[src/rtl/hjg_pkg.sv]
// ----------------------------------------------------------------------------
// hjg_pkg - shared types and constants of the heading jump gate
// Fixed-point constants, register indexes, sequencer states and the CORDIC
// arctangent table.
// ----------------------------------------------------------------------------
package hjg_pkg;

	// CORDIC iteration count and table
	localparam int ATAN_ITERATIONS = 16;
	localparam int ATAN_TAB_LEN    = 24;
	localparam int CORDIC_STEPS    = (ATAN_ITERATIONS < ATAN_TAB_LEN) ?
	                                 ATAN_ITERATIONS : ATAN_TAB_LEN;
	localparam int ITER_W          = $clog2(ATAN_TAB_LEN);

	// datapath widths
	localparam int DIFF_W = 33;   // position minus origin, mapped step
	localparam int MUL_W  = 49;   // 16 x 33 product
	localparam int ACC_W  = 50;   // sum of two products
	localparam int VEC_W  = 44;   // CORDIC x and y
	localparam int Z_W    = 36;   // CORDIC angle, 2^30 per radian

	// angles in Q2.13 and the CORDIC angle scale
	localparam logic signed [15:0]    PI_Q      = 16'sd25736;
	localparam logic signed [15:0]    HALF_PI_Q = 16'sd12868;
	localparam logic signed [16:0]    TWO_PI_Q  = 17'sd51472;
	localparam logic signed [Z_W-1:0] PI_Z      = 36'sd3373259426;

	// configuration register indexes
	typedef enum logic [2:0] {
		REG_OFFSET_X      = 3'd0,
		REG_OFFSET_Y      = 3'd1,
		REG_ROT_COS       = 3'd2,
		REG_ROT_SIN       = 3'd3,
		REG_LIMIT_TURNING = 3'd4,
		REG_LIMIT_STILL   = 3'd5,
		REG_MOTION_FLOOR  = 3'd6
	} cfg_reg_t;

	// sequencer states
	typedef enum logic [2:0] {
		ST_IDLE,
		ST_MAP,
		ST_PREP,
		ST_NORM,
		ST_CORDIC,
		ST_ROUND,
		ST_GATE
	} state_t;

	// truncated atan(2^-i), 2^30 per radian
	function automatic logic signed [Z_W-1:0] atan_entry(input logic [ITER_W-1:0] idx);
		logic signed [Z_W-1:0] v;
		case (idx)
			5'd0:    v = 36'sh03243F6A8;
			5'd1:    v = 36'sh01DAC6705;
			5'd2:    v = 36'sh00FADBAFC;
			5'd3:    v = 36'sh007F56EA6;
			5'd4:    v = 36'sh003FEAB76;
			5'd5:    v = 36'sh001FFD55B;
			5'd6:    v = 36'sh000FFFAAA;
			5'd7:    v = 36'sh0007FFF55;
			5'd8:    v = 36'sh0003FFFEA;
			5'd9:    v = 36'sh0001FFFFD;
			5'd10:   v = 36'sh0000FFFFF;
			5'd11:   v = 36'sh00007FFFF;
			5'd12:   v = 36'sh00003FFFF;
			5'd13:   v = 36'sh00001FFFF;
			5'd14:   v = 36'sh00000FFFF;
			5'd15:   v = 36'sh000007FFF;
			5'd16:   v = 36'sh000003FFF;
			5'd17:   v = 36'sh000001FFF;
			5'd18:   v = 36'sh000000FFF;
			5'd19:   v = 36'sh0000007FF;
			5'd20:   v = 36'sh0000003FF;
			5'd21:   v = 36'sh0000001FF;
			5'd22:   v = 36'sh0000000FF;
			5'd23:   v = 36'sh00000007F;
			default: v = '0;
		endcase
		return v;
	endfunction

endpackage

[src/rtl/heading_jump_gate_unit.sv]
// ----------------------------------------------------------------------------
// heading_jump_gate_unit - map-frame transform and gated heading of motion
// Maps each odometry position into the map frame, takes the heading of the
// step from the last mapped point by CORDIC and rejects implausible jumps.
// ----------------------------------------------------------------------------
// One request is worked on at a time. After a request is accepted, one shared
// multiplier forms the four rotation products, a shift unit normalizes the
// step vector (eight bits or one bit a cycle), the shared CORDIC add/shift
// stage runs ATAN_ITERATIONS micro-rotations, and a rounding state and a gate
// state round the angle and apply the jump gate. A step that lies on an axis
// or is zero skips normalization and CORDIC. in_ready rises again in the same
// cycle as the result is offered. The result sits in an output register, so a
// new request is taken while the previous result waits; the block stalls in
// its gate state only if that register is still full. Configuration writes
// are always accepted and must be issued only while the block is idle.
module heading_jump_gate_unit
	import hjg_pkg::*;
(
	input  logic               clk,
	input  logic               arst_n,
	// configuration write channel
	input  logic               cfg_valid,
	output logic               cfg_ready,
	input  logic [2:0]         cfg_index,
	input  logic [31:0]        cfg_data,
	// request channel
	input  logic               in_valid,
	output logic               in_ready,
	input  logic signed [31:0] pos_x,
	input  logic signed [31:0] pos_y,
	input  logic signed [15:0] turn_rate,
	input  logic signed [15:0] forward_speed,
	// result channel
	output logic               out_valid,
	input  logic               out_ready,
	output logic signed [31:0] map_x,
	output logic signed [31:0] map_y,
	output logic signed [15:0] heading,
	output logic               heading_held
);

	// configuration registers
	logic signed [31:0] offset_x_q, offset_y_q;
	logic signed [15:0] rot_cos_q, rot_sin_q;
	logic [14:0]        limit_turning_q, limit_still_q, motion_floor_q;

	// state carried between requests
	logic signed [31:0] last_x_q, last_y_q;
	logic signed [15:0] last_heading_q;

	// sequencer
	state_t            state_q, state_d;
	logic [2:0]        mstep_q;
	logic [ITER_W-1:0] iter_q;
	logic              out_valid_q;

	// datapath registers
	logic signed [DIFF_W-1:0] dx_q, dy_q;
	logic signed [15:0]       rate_q, speed_q;
	logic signed [MUL_W-1:0]  prod_q;
	logic signed [ACC_W-1:0]  acc_q;
	logic signed [31:0]       mx_q, my_q;
	logic signed [VEC_W-1:0]  x_q, y_q;
	logic signed [Z_W-1:0]    z_q;
	logic signed [15:0]       h_q;
	logic signed [31:0]       out_x_q, out_y_q;
	logic signed [15:0]       out_heading_q;
	logic                     out_held_q;

	// round half up by 2^14 and saturate to 32 bits
	function automatic logic signed [31:0] round_sat(input logic signed [ACC_W-1:0] v);
		logic signed [ACC_W-1:0] t;
		logic signed [ACC_W-1:0] s;
		logic signed [31:0]      r;
		t = v + ACC_W'(8192);
		s = t >>> 14;
		if (s > ACC_W'(64'sd2147483647)) begin
			r = 32'sh7FFFFFFF;
		end else if (s < -ACC_W'(64'sd2147483648)) begin
			r = 32'sh80000000;
		end else begin
			r = s[31:0];
		end
		return r;
	endfunction

	// true when -2^k < v < 2^k
	function automatic logic below_mag(input logic signed [VEC_W-1:0] v, input int k);
		logic signed [VEC_W-1:0] lim;
		lim = VEC_W'(1) <<< k;
		return (v < lim) && (v > -lim);
	endfunction

	// shared multiplier operand select
	logic signed [15:0]       mul_a;
	logic signed [DIFF_W-1:0] mul_b;
	logic signed [MUL_W-1:0]  mul_p;
	logic signed [ACC_W-1:0]  sum_x, sum_y;

	always_comb begin
		mul_a = (mstep_q == 3'd0 || mstep_q == 3'd3) ? rot_cos_q : rot_sin_q;
		mul_b = (mstep_q == 3'd0 || mstep_q == 3'd2) ? dx_q : dy_q;
		mul_p = MUL_W'(mul_a) * MUL_W'(mul_b);
		sum_x = acc_q + ACC_W'(prod_q);
		sum_y = acc_q - ACC_W'(prod_q);
	end

	// step from the last mapped point and its special cases
	logic signed [DIFF_W-1:0] ex, ey;
	logic                     axis_case;

	always_comb begin
		ex = DIFF_W'(mx_q) - DIFF_W'(last_x_q);
		ey = DIFF_W'(my_q) - DIFF_W'(last_y_q);
		axis_case = (ey == '0) || (ex == '0);
	end

	// normalization decisions
	logic norm_by8, norm_by1;

	always_comb begin
		norm_by8 = below_mag(x_q, 31) && below_mag(y_q, 31);
		norm_by1 = below_mag(x_q, 39) && below_mag(y_q, 39);
	end

	// CORDIC micro-rotation
	logic signed [VEC_W-1:0] xs, ys;
	logic signed [Z_W-1:0]   z_add;

	always_comb begin
		xs = x_q >>> iter_q;
		ys = y_q >>> iter_q;
		z_add = atan_entry(iter_q);
	end

	// angle rounding to Q2.13 with clamp into (-pi, pi]
	logic signed [Z_W-1:0] z_rnd;
	logic signed [18:0]    r_q13;
	logic signed [15:0]    h_rnd;

	always_comb begin
		z_rnd = (z_q + Z_W'(65536)) >>> 17;
		r_q13 = z_rnd[18:0];
		if (r_q13 > 19'(PI_Q) || r_q13 <= -19'(PI_Q)) begin
			h_rnd = PI_Q;
		end else begin
			h_rnd = r_q13[15:0];
		end
	end

	// jump gate
	logic signed [16:0] step_raw, step_w;
	logic [16:0]        step_mag, rate_mag, speed_mag;
	logic               held;

	always_comb begin
		step_raw = 17'(h_q) - 17'(last_heading_q);
		if (step_raw > 17'(PI_Q)) begin
			step_w = step_raw - TWO_PI_Q;
		end else if (step_raw <= -17'(PI_Q)) begin
			step_w = step_raw + TWO_PI_Q;
		end else begin
			step_w = step_raw;
		end
		step_mag  = step_w[16] ? 17'(-step_w) : 17'(step_w);
		rate_mag  = rate_q[15] ? 17'(-17'(rate_q)) : 17'(rate_q);
		speed_mag = speed_q[15] ? 17'(-17'(speed_q)) : 17'(speed_q);
		held = ((step_mag > 17'(limit_turning_q)) && (rate_mag > 17'(motion_floor_q))) ||
		       ((step_mag > 17'(limit_still_q)) && (speed_mag <= 17'(motion_floor_q)));
	end

	// output register free to load this cycle
	logic out_free;
	assign out_free = !out_valid_q || out_ready;

	// next state
	always_comb begin
		state_d = state_q;
		unique case (state_q)
			ST_IDLE:   if (in_valid) state_d = ST_MAP;
			ST_MAP:    if (mstep_q == 3'd4) state_d = ST_PREP;
			ST_PREP:   state_d = axis_case ? ST_GATE : ST_NORM;
			ST_NORM:   if (!norm_by1) state_d = ST_CORDIC;
			ST_CORDIC: if (iter_q == ITER_W'(CORDIC_STEPS - 1)) state_d = ST_ROUND;
			ST_ROUND:  state_d = ST_GATE;
			ST_GATE:   if (out_free) state_d = ST_IDLE;
			default:   state_d = ST_IDLE;
		endcase
	end

	// handshake outputs
	always_comb begin
		in_ready  = (state_q == ST_IDLE);
		cfg_ready = 1'b1;
	end

	// sequencer, result valid, configuration and carried state
	always_ff @(posedge clk or negedge arst_n) begin
		if (!arst_n) begin
			state_q         <= ST_IDLE;
			mstep_q         <= '0;
			iter_q          <= '0;
			out_valid_q     <= 1'b0;
			offset_x_q      <= '0;
			offset_y_q      <= '0;
			rot_cos_q       <= 16'sd16384;
			rot_sin_q       <= '0;
			limit_turning_q <= 15'd1638;
			limit_still_q   <= 15'd4096;
			motion_floor_q  <= 15'd41;
			last_x_q        <= '0;
			last_y_q        <= '0;
			last_heading_q  <= '0;
		end else begin
			state_q <= state_d;

			// advance the product and iteration counters
			if (state_q == ST_MAP) begin
				mstep_q <= mstep_q + 3'd1;
			end else begin
				mstep_q <= '0;
			end
			if (state_q == ST_CORDIC) begin
				iter_q <= iter_q + ITER_W'(1);
			end else begin
				iter_q <= '0;
			end

			// hold the result until taken, load a new one at the gate
			if (state_q == ST_GATE && out_free) begin
				out_valid_q    <= 1'b1;
				last_x_q       <= mx_q;
				last_y_q       <= my_q;
				last_heading_q <= held ? last_heading_q : h_q;
			end else if (out_ready) begin
				out_valid_q <= 1'b0;
			end

			// write configuration, drop unknown indexes
			if (cfg_valid && cfg_ready) begin
				unique case (cfg_reg_t'(cfg_index))
					REG_OFFSET_X:      offset_x_q      <= cfg_data;
					REG_OFFSET_Y:      offset_y_q      <= cfg_data;
					REG_ROT_COS:       rot_cos_q       <= cfg_data[15:0];
					REG_ROT_SIN:       rot_sin_q       <= cfg_data[15:0];
					REG_LIMIT_TURNING: limit_turning_q <= cfg_data[14:0];
					REG_LIMIT_STILL:   limit_still_q   <= cfg_data[14:0];
					REG_MOTION_FLOOR:  motion_floor_q  <= cfg_data[14:0];
					default:           ;
				endcase
			end
		end
	end

	// datapath
	always_ff @(posedge clk) begin
		unique case (state_q)
			ST_IDLE: begin
				if (in_valid) begin
					dx_q    <= DIFF_W'(pos_x) - DIFF_W'(offset_x_q);
					dy_q    <= DIFF_W'(pos_y) - DIFF_W'(offset_y_q);
					rate_q  <= turn_rate;
					speed_q <= forward_speed;
				end
			end
			ST_MAP: begin
				prod_q <= mul_p;
				case (mstep_q)
					3'd1:    acc_q <= ACC_W'(prod_q);
					3'd2:    mx_q  <= round_sat(sum_x);
					3'd3:    acc_q <= ACC_W'(prod_q);
					3'd4:    my_q  <= round_sat(sum_y);
					default: ;
				endcase
			end
			ST_PREP: begin
				// settle axis steps at once, else fold into the right half plane
				if (ey == '0) begin
					h_q <= ex[DIFF_W-1] ? PI_Q : '0;
				end else if (ex == '0) begin
					h_q <= ey[DIFF_W-1] ? -HALF_PI_Q : HALF_PI_Q;
				end
				if (ex[DIFF_W-1]) begin
					x_q <= -VEC_W'(ex);
					y_q <= -VEC_W'(ey);
					z_q <= ey[DIFF_W-1] ? -PI_Z : PI_Z;
				end else begin
					x_q <= VEC_W'(ex);
					y_q <= VEC_W'(ey);
					z_q <= '0;
				end
			end
			ST_NORM: begin
				if (norm_by8) begin
					x_q <= x_q <<< 8;
					y_q <= y_q <<< 8;
				end else if (norm_by1) begin
					x_q <= x_q <<< 1;
					y_q <= y_q <<< 1;
				end
			end
			ST_CORDIC: begin
				// rotate toward the x axis
				if (y_q > 0) begin
					x_q <= x_q + ys;
					y_q <= y_q - xs;
					z_q <= z_q + z_add;
				end else begin
					x_q <= x_q - ys;
					y_q <= y_q + xs;
					z_q <= z_q - z_add;
				end
			end
			ST_ROUND: begin
				h_q <= h_rnd;
			end
			ST_GATE: begin
				if (out_free) begin
					out_x_q       <= mx_q;
					out_y_q       <= my_q;
					out_heading_q <= held ? last_heading_q : h_q;
					out_held_q    <= held;
				end
			end
			default: ;
		endcase
	end

	assign out_valid    = out_valid_q;
	assign map_x        = out_x_q;
	assign map_y        = out_y_q;
	assign heading      = out_heading_q;
	assign heading_held = out_held_q;

	// a request closes the request channel for the next cycle
	a_busy_after_accept: assert property (@(posedge clk) disable iff (!arst_n)
		in_valid && in_ready |=> !in_ready)
		else $error("request accepted while busy");

	// offered heading lies in (-pi, pi]
	a_heading_range: assert property (@(posedge clk) disable iff (!arst_n)
		out_valid |-> (heading > -PI_Q) && (heading <= PI_Q))
		else $error("heading out of range");

	// a held result repeats the kept heading
	a_held_keeps: assert property (@(posedge clk) disable iff (!arst_n)
		out_valid && heading_held |-> heading == last_heading_q)
		else $error("held heading differs from kept heading");

	// CORDIC leaves only after its last iteration
	a_cordic_count: assert property (@(posedge clk) disable iff (!arst_n)
		state_q == ST_CORDIC && iter_q != ITER_W'(CORDIC_STEPS - 1) |=> state_q == ST_CORDIC)
		else $error("CORDIC left early");

endmodule
[config.mk]
export PLATFORM = sky130hd
export DESIGN_NAME = heading_jump_gate_unit
export DESIGN_NICKNAME = d
export VERILOG_FILES = /design/src/rtl/hjg_pkg.sv /design/src/rtl/heading_jump_gate_unit.sv
export SDC_FILE = /design/constraint.sdc
export NUM_CORES = 2
export LEC_CHECK = 0
export ABC_AREA = 1
export BUFFER_PORTS_ARGS = -buffer_cell sky130_fd_sc_hd__buf_4
export CAP_MARGIN = 0
export CORE_UTILIZATION = 59
export CTS_CLUSTER_DIAMETER = 40
export DETAILED_ROUTE_END_ITERATION = 10
export PLACE_DENSITY = 0.76
export SETUP_SLACK_MARGIN = 0.1
export SYNTH_ARGS = -nofsm -noshare
export SYNTH_HDL_FRONTEND = slang
export SYNTH_SLANG_ARGS = --single-unit
[constraint.sdc]
create_clock -name clk -period 17.5 [get_ports clk]
set_input_delay 2.625 -clock clk [delete_from_list [all_inputs] [get_ports clk]]
set_output_delay 2.625 -clock clk [all_outputs]
set_load 0.02 [all_outputs]
==> metrics <==
non-filler cells, final about 13000; minimum clock period between 9 and 10 ns; hold path startpoint last_heading_q[15]$_DFFE_PN0P_; worst reg2reg path startpoint mstep_q[0]$_DFF_PN0_; CTS tree done; critical path's largest stage delay 1.06 ns; MaxCap Viol Count 0; row cnt approximately 130; final WL roughly 260 mm; Die ar. between 100000 and 150000 µm²; CP arrival between 9 and 10 ns; initial antenna violation count 15; EDFF count, synth roughly 480; Post-CTS Hold Fix Bufs 0; synth warn 0; Routed Antenna Nets 0; critical path launch point type register; CORE AREA about 130000 µm²; worst-path maximum fanout 31; CTS root buffer clkbuf_16; Setup CP Type reg2reg; Final nets around 12000; # fillers between 10000 and 15000; status completed; reg-to-reg setup timing slack around 8.5 ns; Layout area overhead 9.96%; count of cell types in the netlist ~70; Die Height 371 µm; RR Endpoint prod_q[44]$_DFFE_PP_; synthesized net count 12200; Fmax achieved 111 MHz; Slew @ Worst Pin between 1 and 1.5 ns; RSZ-0062 raised after global routing no; H-tree levels 4; cell mode on critical path nand2_1; skew final around 0.047 ns; Hold Path End last_heading_q[15]$_DFFE_PN0P_; Sum Neg Setup Slack 0 ns; Hold Path Class reg2reg; Worst Setup End Kind register; Sink Count 714; final hold violations 0; 1st-pass router iterations 7; post-CTS setup buffers 0; fin util between 60% and 70%; Syn Inst Count 10900; DP Wirelength 211 mm; DRC 0; Hold Path Depth 2; CTS resizes 0; Die X 371 µm; layout cells sized above 1 between 6 and 7%; Worst-Skew Late Latency between 0.7 and 0.8 ns; Final Setup Violations 0; TritonCTS Buffers about 130; first-pass GRT wire length ~410 mm; Slew HR between 10% and 20%; drt wl/cell 20.5 µm; GP Congestion roughly 1.0; required time worst endpoint roughly 18 ns; io pins 220; gr usage total 38.1%; post-route clock period utilization between 50% and 60%; Synth Cell Area approximately 80000 µm²; vias in the first global route approximately 73000; average vias per placed instance 5.89; Worst-path clk slew about 0.06 ns; crit path max-delay cell type clkinv_1; Post-Place Cells around 13000; clock buffer depth 3; IO buf count between 200 and 250; syn_area_per_cell between 7 and 8 µm²; global route overflow 0; Slew Limit Fails 0; Post-synth ARST share between 30% and 40%; sequential element share of the synthesized area between 20% and 30%; Hold WS 0.482 ns; R2R depth 33; Initial Util about three fifths; predominant post-synthesis flop cell edfxtp_1; flip-flop and latch count after synthesis about 710; largest net degree at the start of global routing 97; initial drt markers 8232; vias between 70000 and 80000
## state kept, by name, indices dropped and copies added, names as in the netlist, 32 cells and up
register and flops:
last_x_q 32, my_q 32, z_q 36, prod_q 49
mx_q 32, last_y_q 32, offset_y_q 32, acc_q 49
offset_x_q 32, dx_q 33, x_q 44, y_q 44
map_y 32, dy_q 33, map_x 32
## worst max path at each step
stage / start / to / depth (start not counted)
CTS: mstep_q[0]$_DFF_PN0_ / prod_q[44]$_DFFE_PP_ / 33
detailed placement: mstep_q[0]$_DFF_PN0_ / prod_q[44]$_DFFE_PP_ / 33
floorplan: in_valid / dx_q[0]$_DFFE_PP_ / 2
finish: mstep_q[0]$_DFF_PN0_ / prod_q[44]$_DFFE_PP_ / 33
global placement: mstep_q[0]$_DFF_PN0_ / prod_q[48]$_DFFE_PP_ / 24
global route: mstep_q[0]$_DFF_PN0_ / prod_q[44]$_DFFE_PP_ / 33
## cell families after synthesis
family	Yosys count	synth area share (%)
compound gates	2107	14.3
xor+xnor	428	4.68
fa+ha+maj	1166	23.0
buf+inv	2084	9.99
flops	714	25.3
mux	50	0.625
other cells	1	0.00468
simple gates	4308	22.1
## critical path: cells and delay by family (launching register included)
kind            cells  cell delay [ns]
compound gates      6             1.98
buf+inv             7             1.58
fa+ha+maj           9             3.66
simple gates       11             1.15
flops               1             0.41
## metal layers
layer | wire [µm] | GRT usage (%) | share of wire (%) | vias to the layer above
met5 | 146 | 0 | 0.055 | -
met2 | 117000 | 59.8 | 44 | 3739
met3 | 25800 | 7.28 | 9.8 | 713
li1 | - | - | - | 35600
met1 | 109000 | 51.3 | 41 | 35800
met4 | 12600 | 16.5 | 4.8 | 20
## layout make-up
class | count | area [µm²] | area share (%)
Antenna cell | 5 | 12.5 | 0.0142
Clock inverter | 90 | 1130 | 1.29
Multi-Input combinational cell | 8060 | 52000 | 59.0
Clock buffer | 155 | 3520 | 4.00
Inverter | 1794 | 6740 | 7.65
Timing Repair Buffer | 297 | 2240 | 2.54
Sequential cell | 714 | 20300 | 23.0
Tap cell | 1768 | 2210 | 2.51
## synth_stat cells (all sizes together) (50+ instances only)
master,number,area share [%]
a21oi,734,4.6
a31oi,77,0.62
buf,84,0.62
clkbuf,206,0.96
dfrtp,222,6.9
edfxtp,481,18
fa,508,13
ha,658,10
inv,1785,8.4
mux2i,50,0.62
nand2,2630,12
nand3,405,2.6
nand4,107,0.85
nor2,936,4.4
nor3,100,0.64
o211ai,70,0.69
o21a,54,0.51
o21ai,1008,6.3
xnor2,139,1.5
xor2,289,3.2
## cell usage in the layout, fill, tap and decap left out, drive strengths merged, types with 70 or more instances in the layout
master	Yosys	layout
o21ai	1008	1008
nor3	100	100
dfrtp	222	222
o211ai	70	70
a21oi	734	734
a31oi	77	77
nand4	107	107
inv	1785	1827
edfxtp	481	481
fa	508	508
nand3	405	405
xor2	289	289
clkbuf	206	155
xnor2	139	139
ha	658	658
buf	84	297
nor2	936	936
nand2	2630	2630
## stage by stage
stage | instance area [µm²] | worst slack, ns
finish | 88100 | 8.48
CTS | 88100 | 8.57
global placement | 83400 | 8.50
floorplan | 80100 | 7.56
detailed placement | 83400 | 8.59
global route | 88100 | 8.04
Power is left out: the tool's default activity adds up to more than one toggle a clock period on the data nets, which glitch-free logic cannot reach.
